### config.mk
export PLATFORM = sky130hd
export DESIGN_NAME = sst_probe_eval
export DESIGN_NICKNAME = d
export VERILOG_FILES = /design/src/design/sst_pkg.sv /design/src/design/sst_probe_eval.sv
export SDC_FILE = /design/constraint.sdc
export NUM_CORES = 1
export LEC_CHECK = 0
export BUFFER_PORTS_ARGS = -buffer_cell sky130_fd_sc_hd__buf_4
export CORE_AREA = 2 2 100 102
export DETAILED_ROUTE_END_ITERATION = 8
export DIE_AREA = 0 0 102 104
export PLACE_DENSITY = 0.83
export REMOVE_ABC_BUFFERS = 1
export SLEW_MARGIN = 30
export SYNTH_ARGS = -nofsm -noshare
export SYNTH_HDL_FRONTEND = slang
export SYNTH_SLANG_ARGS = --single-unit
### constraint.sdc
create_clock -name vclk -period 3.5
set_clock_uncertainty 0.1 [all_clocks]
set_input_delay 0.35 -clock vclk [all_inputs]
set_output_delay 0.35 -clock vclk [all_outputs]
set_load 0.05 [all_outputs]
### src/design/sst_pkg.sv
// ----------------------------------------------------------------------------
// sst_pkg: shared types and constants of the search transposition table
// Entry layout, request and result groups, bound codes and table sizing.
// ----------------------------------------------------------------------------
package sst_pkg;

    // Number of hash bits that select a table entry.
    localparam int INDEX_BITS = 16;
    localparam int KEY_BITS   = 16;
    localparam int HASH_BITS  = 64;
    localparam int CFG_BITS   = 10;

    // Reset value of the largest search depth.
    localparam logic [CFG_BITS-1:0] MAX_DEPTH_RESET = 10'd64;

    // Half of the largest signed integer, less one, is the top of the band test.
    localparam logic signed [31:0] BAND_TOP = 32'sd1073741822;

    // Bound kinds of a stored score.
    localparam logic [1:0] BOUND_EXACT = 2'd0;
    localparam logic [1:0] BOUND_UPPER = 2'd1;
    localparam logic [1:0] BOUND_LOWER = 2'd2;

    // Item kinds on the input stream.
    localparam logic FUNC_RECORD = 1'b0;
    localparam logic FUNC_PROBE  = 1'b1;

    // One stored table entry, valid flag included.
    typedef struct packed {
        logic               valid;
        logic [KEY_BITS-1:0] key;
        logic signed [7:0]  depth;
        logic [1:0]         bound;
        logic signed [31:0] score;
        logic [7:0]         move;
    } entry_t;

    // A probe as held while the table is read.
    typedef struct packed {
        logic [KEY_BITS-1:0] key;
        logic signed [7:0]  depth;
        logic signed [31:0] alpha;
        logic signed [31:0] beta;
    } probe_req_t;

    // Outcome of a probe.
    typedef struct packed {
        logic               cutoff;
        logic               key_match;
        logic signed [31:0] score;
        logic [7:0]         move;
    } probe_res_t;

    // Score band outside of which bound cutoffs are refused.
    typedef struct packed {
        logic signed [31:0] hi;
        logic signed [31:0] lo;
    } band_t;

endpackage

### src/design/sst_probe_eval.sv
// ----------------------------------------------------------------------------
// sst_probe_eval: probe decision logic
// Compares a read entry with the held probe and forms the result beat.
// ----------------------------------------------------------------------------
module sst_probe_eval (
    input  sst_pkg::entry_t     entry,
    input  sst_pkg::probe_req_t req,
    input  sst_pkg::band_t      band,
    output sst_pkg::probe_res_t res
);

    logic match;
    logic depth_ok;
    logic in_band;

    // Key check against a written entry, and the stored depth test.
    assign match    = entry.valid && (entry.key == req.key);
    assign depth_ok = entry.depth >= req.depth;
    assign in_band  = (entry.score < band.hi) && (entry.score > band.lo);

    // Cutoff rules by bound kind.
    always_comb begin
        res.cutoff    = 1'b0;
        res.score     = 32'sd0;
        res.key_match = match;
        res.move      = match ? entry.move : 8'd0;
        if (match && depth_ok) begin
            case (entry.bound)
                sst_pkg::BOUND_EXACT: begin
                    res.cutoff = 1'b1;
                    res.score  = entry.score;
                end
                sst_pkg::BOUND_UPPER: begin
                    if (entry.score <= req.alpha && in_band) begin
                        res.cutoff = 1'b1;
                        res.score  = req.alpha;
                    end
                end
                sst_pkg::BOUND_LOWER: begin
                    if (entry.score >= req.beta && in_band) begin
                        res.cutoff = 1'b1;
                        res.score  = req.beta;
                    end
                end
                default: begin
                    res.cutoff = 1'b0;
                end
            endcase
        end
    end

endmodule

Word level (Yosys, flattened, before mapping)
Cells that the tools add are included.
Widths: inputs -> output; s select.
- register bits: 0
- latch bits: 0
- bits in writable memories: 0
- bits in read-only memories: 0
- input port bits: 219
- output and inout port bits: 42
- logic and storage cells: 23
- memories: 0
- add/sub/neg operators: 0
- multipliers: 0
- div/mod/pow operators: 0
- magnitude comparators: 5
- eq/ne operators: 3
- shifts and indexed selects: 0
- muxes and demuxes: 9
- bitwise logic cells: 0
- reductions and logical operators: 6
- operator list (kind ; number):
    $mux 32 ; 3
    $pmux 32 s3 ; 1
    $ge 32x32->1 ; 1
    $gt 32x32->1 ; 1
    $le 32x32->1 ; 1
    $lt 32x32->1 ; 1
    $eq 16x16->1 ; 1
    $ge 8x8->1 ; 1
    $mux 8 ; 1
    $logic_and 1x1->1 ; 5
    $mux 1 ; 3
    $pmux 1 s3 ; 1
    $eq 2x1->1 const B ; 1
    $eq 2x2->1 const B ; 1
    $logic_not 2->1 ; 1

Depth between registers and ports, before layout
Gate-level depths: netlist of run 1.
- word-level depth: 6
- depth in mapped cells: 11
- gate-level depth less buffers: 10

Worst setup path after synthesis of run 1
OpenSTA, ideal clock, no wires.
- kind: input to output
- start point: input port band[42] (netlist name)
- end point: output port res[10] (netlist name)
- arrival: 3.061 ns
- data required time: 3.050 ns
- setup slack: -0.011 ns
- stages on the path: 10
- buffers on the path: 1
- cell sequence: inv_1 > ha_1 > and4_1 > or4b_1 > o221a_2 > o21ai_1 > mux2i_1 > nand3b_4 > buf_2 > o2bb2ai_1
- RTL lines (what ; line ; source):
    from (decl) ; sst_probe_eval.sv:8 ; input sst_pkg::band_t band,
    to (decl) ; sst_probe_eval.sv:9 ; output sst_pkg::probe_res_t res

==> results of run 1 <==
-- cell type report --
| type | count | area (um2) | share of cell area |
|---|---|---|---|
| multi-input combinational | 439 | 3760 | 0.579 |
| tap | 133 | 166 | 0.0256 |
| timing repair buffer | 271 | 2050 | 0.316 |
| inverter | 138 | 518 | 0.0798 |
-- cells in the final DEF (no fill, tap or decap), types with 2 or more instances in the layout --
cell       instances
o21ai_0           12
and2_1             8
a211oi_1           3
nand2_1           29
o2bb2ai_2          4
inv_1            138
nand2b_1           4
a22oi_1           34
buf_4            269
xnor2_1           12
a2111o_1           2
o211ai_1           5
xor2_1             4
a211o_1            2
o211a_1            2
nor2b_1            4
nand4_1           26
nor3_1             3
nor2_2             2
a221oi_1           5
ha_1             135
a21oi_1           51
o21a_1             4
nor2_1             6
nand3_1           13
or4_1              2
o2bb2ai_1         29
and4_1             6
nor4_1             5
a21o_1             8
-- synth_stat cells (2+ instances only) --
| library cell | instances |
|---|---|
| nand2_1 | 29 |
| xor2_1 | 4 |
| xnor2_1 | 12 |
| a21o_1 | 8 |
| a22oi_1 | 34 |
| a2111o_1 | 2 |
| o211ai_1 | 5 |
| nor3_1 | 4 |
| nor2b_1 | 4 |
| nand2b_1 | 4 |
| buf_2 | 9 |
| and2_1 | 8 |
| buf_4 | 4 |
| nand3_1 | 13 |
| and4_1 | 6 |
| inv_1 | 138 |
| a221oi_1 | 5 |
| nor2_1 | 7 |
| a21oi_1 | 51 |
| or4_1 | 2 |
| a211oi_1 | 3 |
| o211a_1 | 2 |
| o2bb2ai_1 | 33 |
| ha_1 | 135 |
| nor4_1 | 5 |
| o21a_1 | 4 |
| o21ai_0 | 12 |
| a211o_1 | 2 |
| nand4_1 | 26 |
-- where the power goes --
part           switching [mW]  total (mW)  internal (mW)
Clock                       0           0              0
Sequential                  0           0              0
Combinational           0.328       0.679          0.351
Total                   0.328       0.679          0.351
-- stage by stage --
stage / worst slack, ns / hold WS (ns) / utilization / std cells
finish: 0.0998 / 0.978 / 0.680 / 981
floorplan: -0.537 / 0.781 / - / 577
CTS: 0.0346 / 0.979 / 0.675 / 981
global route: 0.00851 / 0.986 / 0.680 / 981
detailed placement: 0.0358 / 0.979 / 0.675 / 981
global placement: 0.147 / 0.978 / 0.675 / 981
-- critical path: stages --
cell	delay [ns]
buf_4	0.14
ha_1	0.31
and4_1	0.23
or4b_1	0.44
o221a_2	0.32
o21ai_2	0.16
mux2i_2	0.32
nand3b_4	0.13
buf_12	0.18
o2bb2ai_1	0.15
buf_4	0.23
-- logic make-up (layout without fill, tap and decap cells) --
family / count (synthesis) / count (layout) / synth area share
compound gates: 172 / 172 / 0.281
xor+xnor: 16 / 16 / 0.0326
fa+ha+maj: 135 / 135 / 0.392
buf+inv: 151 / 409 / 0.138
mux: 1 / 1 / 0.00233
simple gates: 115 / 115 / 0.154
-- path summary, 6_finish.rpt --
| check | end | from | cells after the start | slack (ns) |
|---|---|---|---|---|
| min | res[3] | entry[3] | 3 | 0.98 |
| max | res[37] | entry[18] | 11 | 0.1 |
-- metal layers --
metal,vias up,share of wire
li1,2663,-
met1,2483,0.38
met2,246,0.52
met3,42,0.067
met4,0,0.037
met5,-,0
==> results.yml, run 1 <==
power_and_ir_drop:
  power.total_uw: 679
  pwr_density_cell_mw_per_mm2: 105
  p_leak_nw: 3.69
  irDropWorstVdd_v: 0.0000596
setup_path:
  worstSetupPathType: "in2out"
  crit_arrival_ns: 2.95
  required_ns: 3.05
  cp-start-kind: "input port"
  critPathCaptureType: "output pin"
  crit_fanout: 22
die:
  fp.dieArea_mm2: 0.0106
  start_util: 0.451
  die_w_um: 102
  rows: 36
  io_pins: 261
  coreArea_mm2: 0.00955
  fp.dieH_um: 104
layout:
  nFlopsAndLatches: 0
  fillers: 841
  drive_above_1_share: 0.340
  finalNetCount: 1204
  design_area_mm2: 0.00649
  diodes: 0
  seqCellArea_um2: 0
  clockBufferCount: 0
  area_growth_pct: 50.8
run_status:
  status: "complete, no violations"
clocking:
  postCtsHoldBufs: 0
  cts_setup_buffers: 0
  ctsResizeCount: 0
logic_synthesis:
  netlist_area_mm2: 0.00430
  yosys_warnings: 0
  synth-seq-area-share: 0
  ys_types: 48
  avgSynthCellArea_um2: 7.30
  synthCells: 590
  ys_top_cells_by_area: "ha_1 39%, inv_1 12%, o2bb2ai_1 6.7%"
  post-synth-top-area-cell: "ha_1"
  yosysTopAreaCellShare: 0.392
drt:
  remaining_drc_errors: 0
  vias: 5434
  post_drt_wl_per_cell_um: 16.8
  via_per_inst: 5.54
  drt_wl_total_um: 16500
  ant_nets: 0
  dr.pass1.iters: 5
  drt_iter0_drc: 244
sta:
  fin_crit_sh: 0.971
  finalSetupViolCount: 0
  tightest_slew_ns: 0.493
  rsz0062_at_grt: "no"
  fin_setup_tns_ns: 0
  slew_violations: 0
  finalCriticalPeriod_ns: 3.40
  hold_viol_final: 0
  fmax_ghz: 0.294
  slew_headroom: 0.669
run:
  drv_cap: 0
grt:
  grt_use_total: 0.289
  grt_use_met3: 0.0242
  use_met2: 0.559
  grt_max_degree: 23
  antenna_found_initial: 0
  grt_pass1_wl_um: 24900
  use_met1: 0.323
  top_usage_layer: "met2"
  first_global_vias: 5437
  grt_overflow: 0
place:
  dp.final_hpwl_um: 14800
  io_buffers: 261
  place_area_mm2: 0.00644
  place_congestion: 0.896
min_path:
  min_path_type: "in2out"
Note: power is estimated with default switching activity, not from simulation.
==> inputs of run 2 (changes only) <==
--- a/config.mk
+++ b/config.mk
@@ -5,11 +5,13 @@
 export SDC_FILE = /design/constraint.sdc
 export NUM_CORES = 1
 export LEC_CHECK = 0
+export ABC_CLOCK_PERIOD_IN_PS = 3500
 export BUFFER_PORTS_ARGS = -buffer_cell sky130_fd_sc_hd__buf_4
-export CORE_AREA = 2 2 100 102
+export CORE_AREA = 2 2 98 119
 export DETAILED_ROUTE_END_ITERATION = 8
-export DIE_AREA = 0 0 102 104
-export PLACE_DENSITY = 0.83
+export DIE_AREA = 0 0 100 121
+export PLACE_DENSITY = 0.74
+export RECOVER_POWER = 25
 export REMOVE_ABC_BUFFERS = 1
 export SLEW_MARGIN = 30
 export SYNTH_ARGS = -nofsm -noshare
==> run 2 against run 1 <==
  * Clock-buffer cell count stayed put
  * Utilization is 9.0 points lower
  * Wire length down 1.2%
  * Final cell count unchanged
  * Total power down 0.75%
  * Combinational power fell by 0.7%
  * Sequential share of layout area did not move
  * Cell area shrank 0.67%
  * Die area rose by 14%
  * Critical path depth did not move
  * Fmax down 0.33%
==> results.yml, run 2 (synthesis gave the netlist of run 1 again) <==
drt:
  drt_iter0_drc: 206
  vias: 5236
  ant_nets: 0
  drt_wl_total_um: 16300
  dr.pass1.iters: 4
  via_per_inst: 5.34
  remaining_drc_errors: 0
  post_drt_wl_per_cell_um: 16.6
power_and_ir_drop:
  power.total_uw: 674
  pwr_density_cell_mw_per_mm2: 104
  irDropWorstVdd_v: 0.0000581
  p_leak_nw: 3.64
sta:
  whs_ns: 0.986
  fmax_ghz: 0.293
  finalCriticalPeriod_ns: 3.41
  tightest_slew_ns: 0.673
  hold_viol_final: 0
  slew_headroom: 0.553
  fin_crit_sh: 0.975
  rsz0062_at_grt: "no"
  slew_violations: 0
  finalSetupViolCount: 0
grt:
  grt_use_total: 0.262
  grt_overflow: 0
  grt_max_degree: 21
  first_global_vias: 5427
  antenna_found_initial: 0
  grt_pass1_wl_um: 26100
setup_path:
  critPathCaptureType: "output pin"
  crit_arrival_ns: 2.96
  worstSetupPathType: "in2out"
  required_ns: 3.05
  crit_fanout: 9
  cp-start-kind: "input port"
place:
  io_buffers: 261
  dp.final_hpwl_um: 14400
  place_congestion: 0.953
layout:
  clockBufferCount: 0
  layout_commonest_cell: "buf_4"
  multi_input_area_mm2: 0.00375
  mostFrequentLayoutCells: "263 x buf_4, 138 x inv_1, 135 x ha_1, 51 x a21oi_1, 34 x a22oi_1"
  drive_above_1_share: 0.330
  area_growth_pct: 49.8
  fillers: 1035
  diodes: 0
  nFlopsAndLatches: 0
  finalNetCount: 1205
  seqCellArea_um2: 0
die:
  fp.dieArea_mm2: 0.0121
  die_w_um: 100
  coreArea_mm2: 0.0109
  io_pins: 261
  start_util: 0.394
  rows: 42
  fp.dieH_um: 121
run:
  drv_cap: 0
min_path:
  min_path_type: "in2out"
run_status:
  status: "complete, no violations"
clocking:
  postCtsHoldBufs: 0
  cts_setup_buffers: 0
==> run 2: cell count changes in the layout (fill, tap and decap cells not counted) <==
cell	delta
a2111oi_0	-1
o2bb2ai_2	-4
nor4_1	-1
clkbuf_1	+8
a2111oi_2	+1
buf_12	-1
nor4_2	+1
a211oi_2	+1
o2bb2ai_1	+4
buf_4	-6
a211oi_1	-1
==> run 2: area by class of cell <==
cell class,instances,share of cell area
repair buffers,272,0.313
multi-input cells,439,0.581
inverters,138,0.0803
well taps,132,0.0256
==> run 2: stage by stage <==
step,cells,util,setup WS [ns],cell area [um2],setup TNS [ns]
4_1_cts,981,0.590,0.0548,6440,0
3_3_place_gp,981,0.589,0.0233,6440,0
3_5_place_dp,981,0.589,-0.00136,6440,-0.00136
2_1_floorplan,577,-,-0.537,4230,-17.72
6_report,981,0.590,0.0887,6450,0
5_1_grt,981,0.590,0.0141,6450,0
==> run 2: what timing repair did <==
| action | CTS | global route |
|---|---|---|
| cloned | 0 | 0 |
| gates resized for setup | 1 | 10 |
| endpoints found under the setup margin | 1 | 32 |
==> run 2: final timing paths <==
kind | start | cells after the start | slack (ns) | endpoint
max | entry[18] | 11 | 0.09 | res[39]
min | entry[7] | 3 | 0.99 | res[7]
==> run 2: critical path, cell delays in order <==
cell and delay, ns:
buf_4 0.14, ha_1 0.31, and4_1 0.21, or4b_1 0.45, o221a_2 0.31, o21ai_2 0.15, mux2i_2 0.31, nand3b_4 0.11
buf_4 0.18, o2bb2ai_1 0.19, buf_4 0.24
==> run 2: power breakdown <==
part / switching [mW] / internal, mW
Sequential: 0 / 0
Clock: 0 / 0
Combinational: 0.325 / 0.349
Total: 0.325 / 0.349
==> run 2: per-layer routing <==
metal	GRT usage	part of all wire	up-vias
met5	0	0	-
met4	0.0402	0.013	0
met3	0.0230	0.064	18
met2	0.499	0.51	190
met1	0.322	0.41	2363
li1	-	-	2665
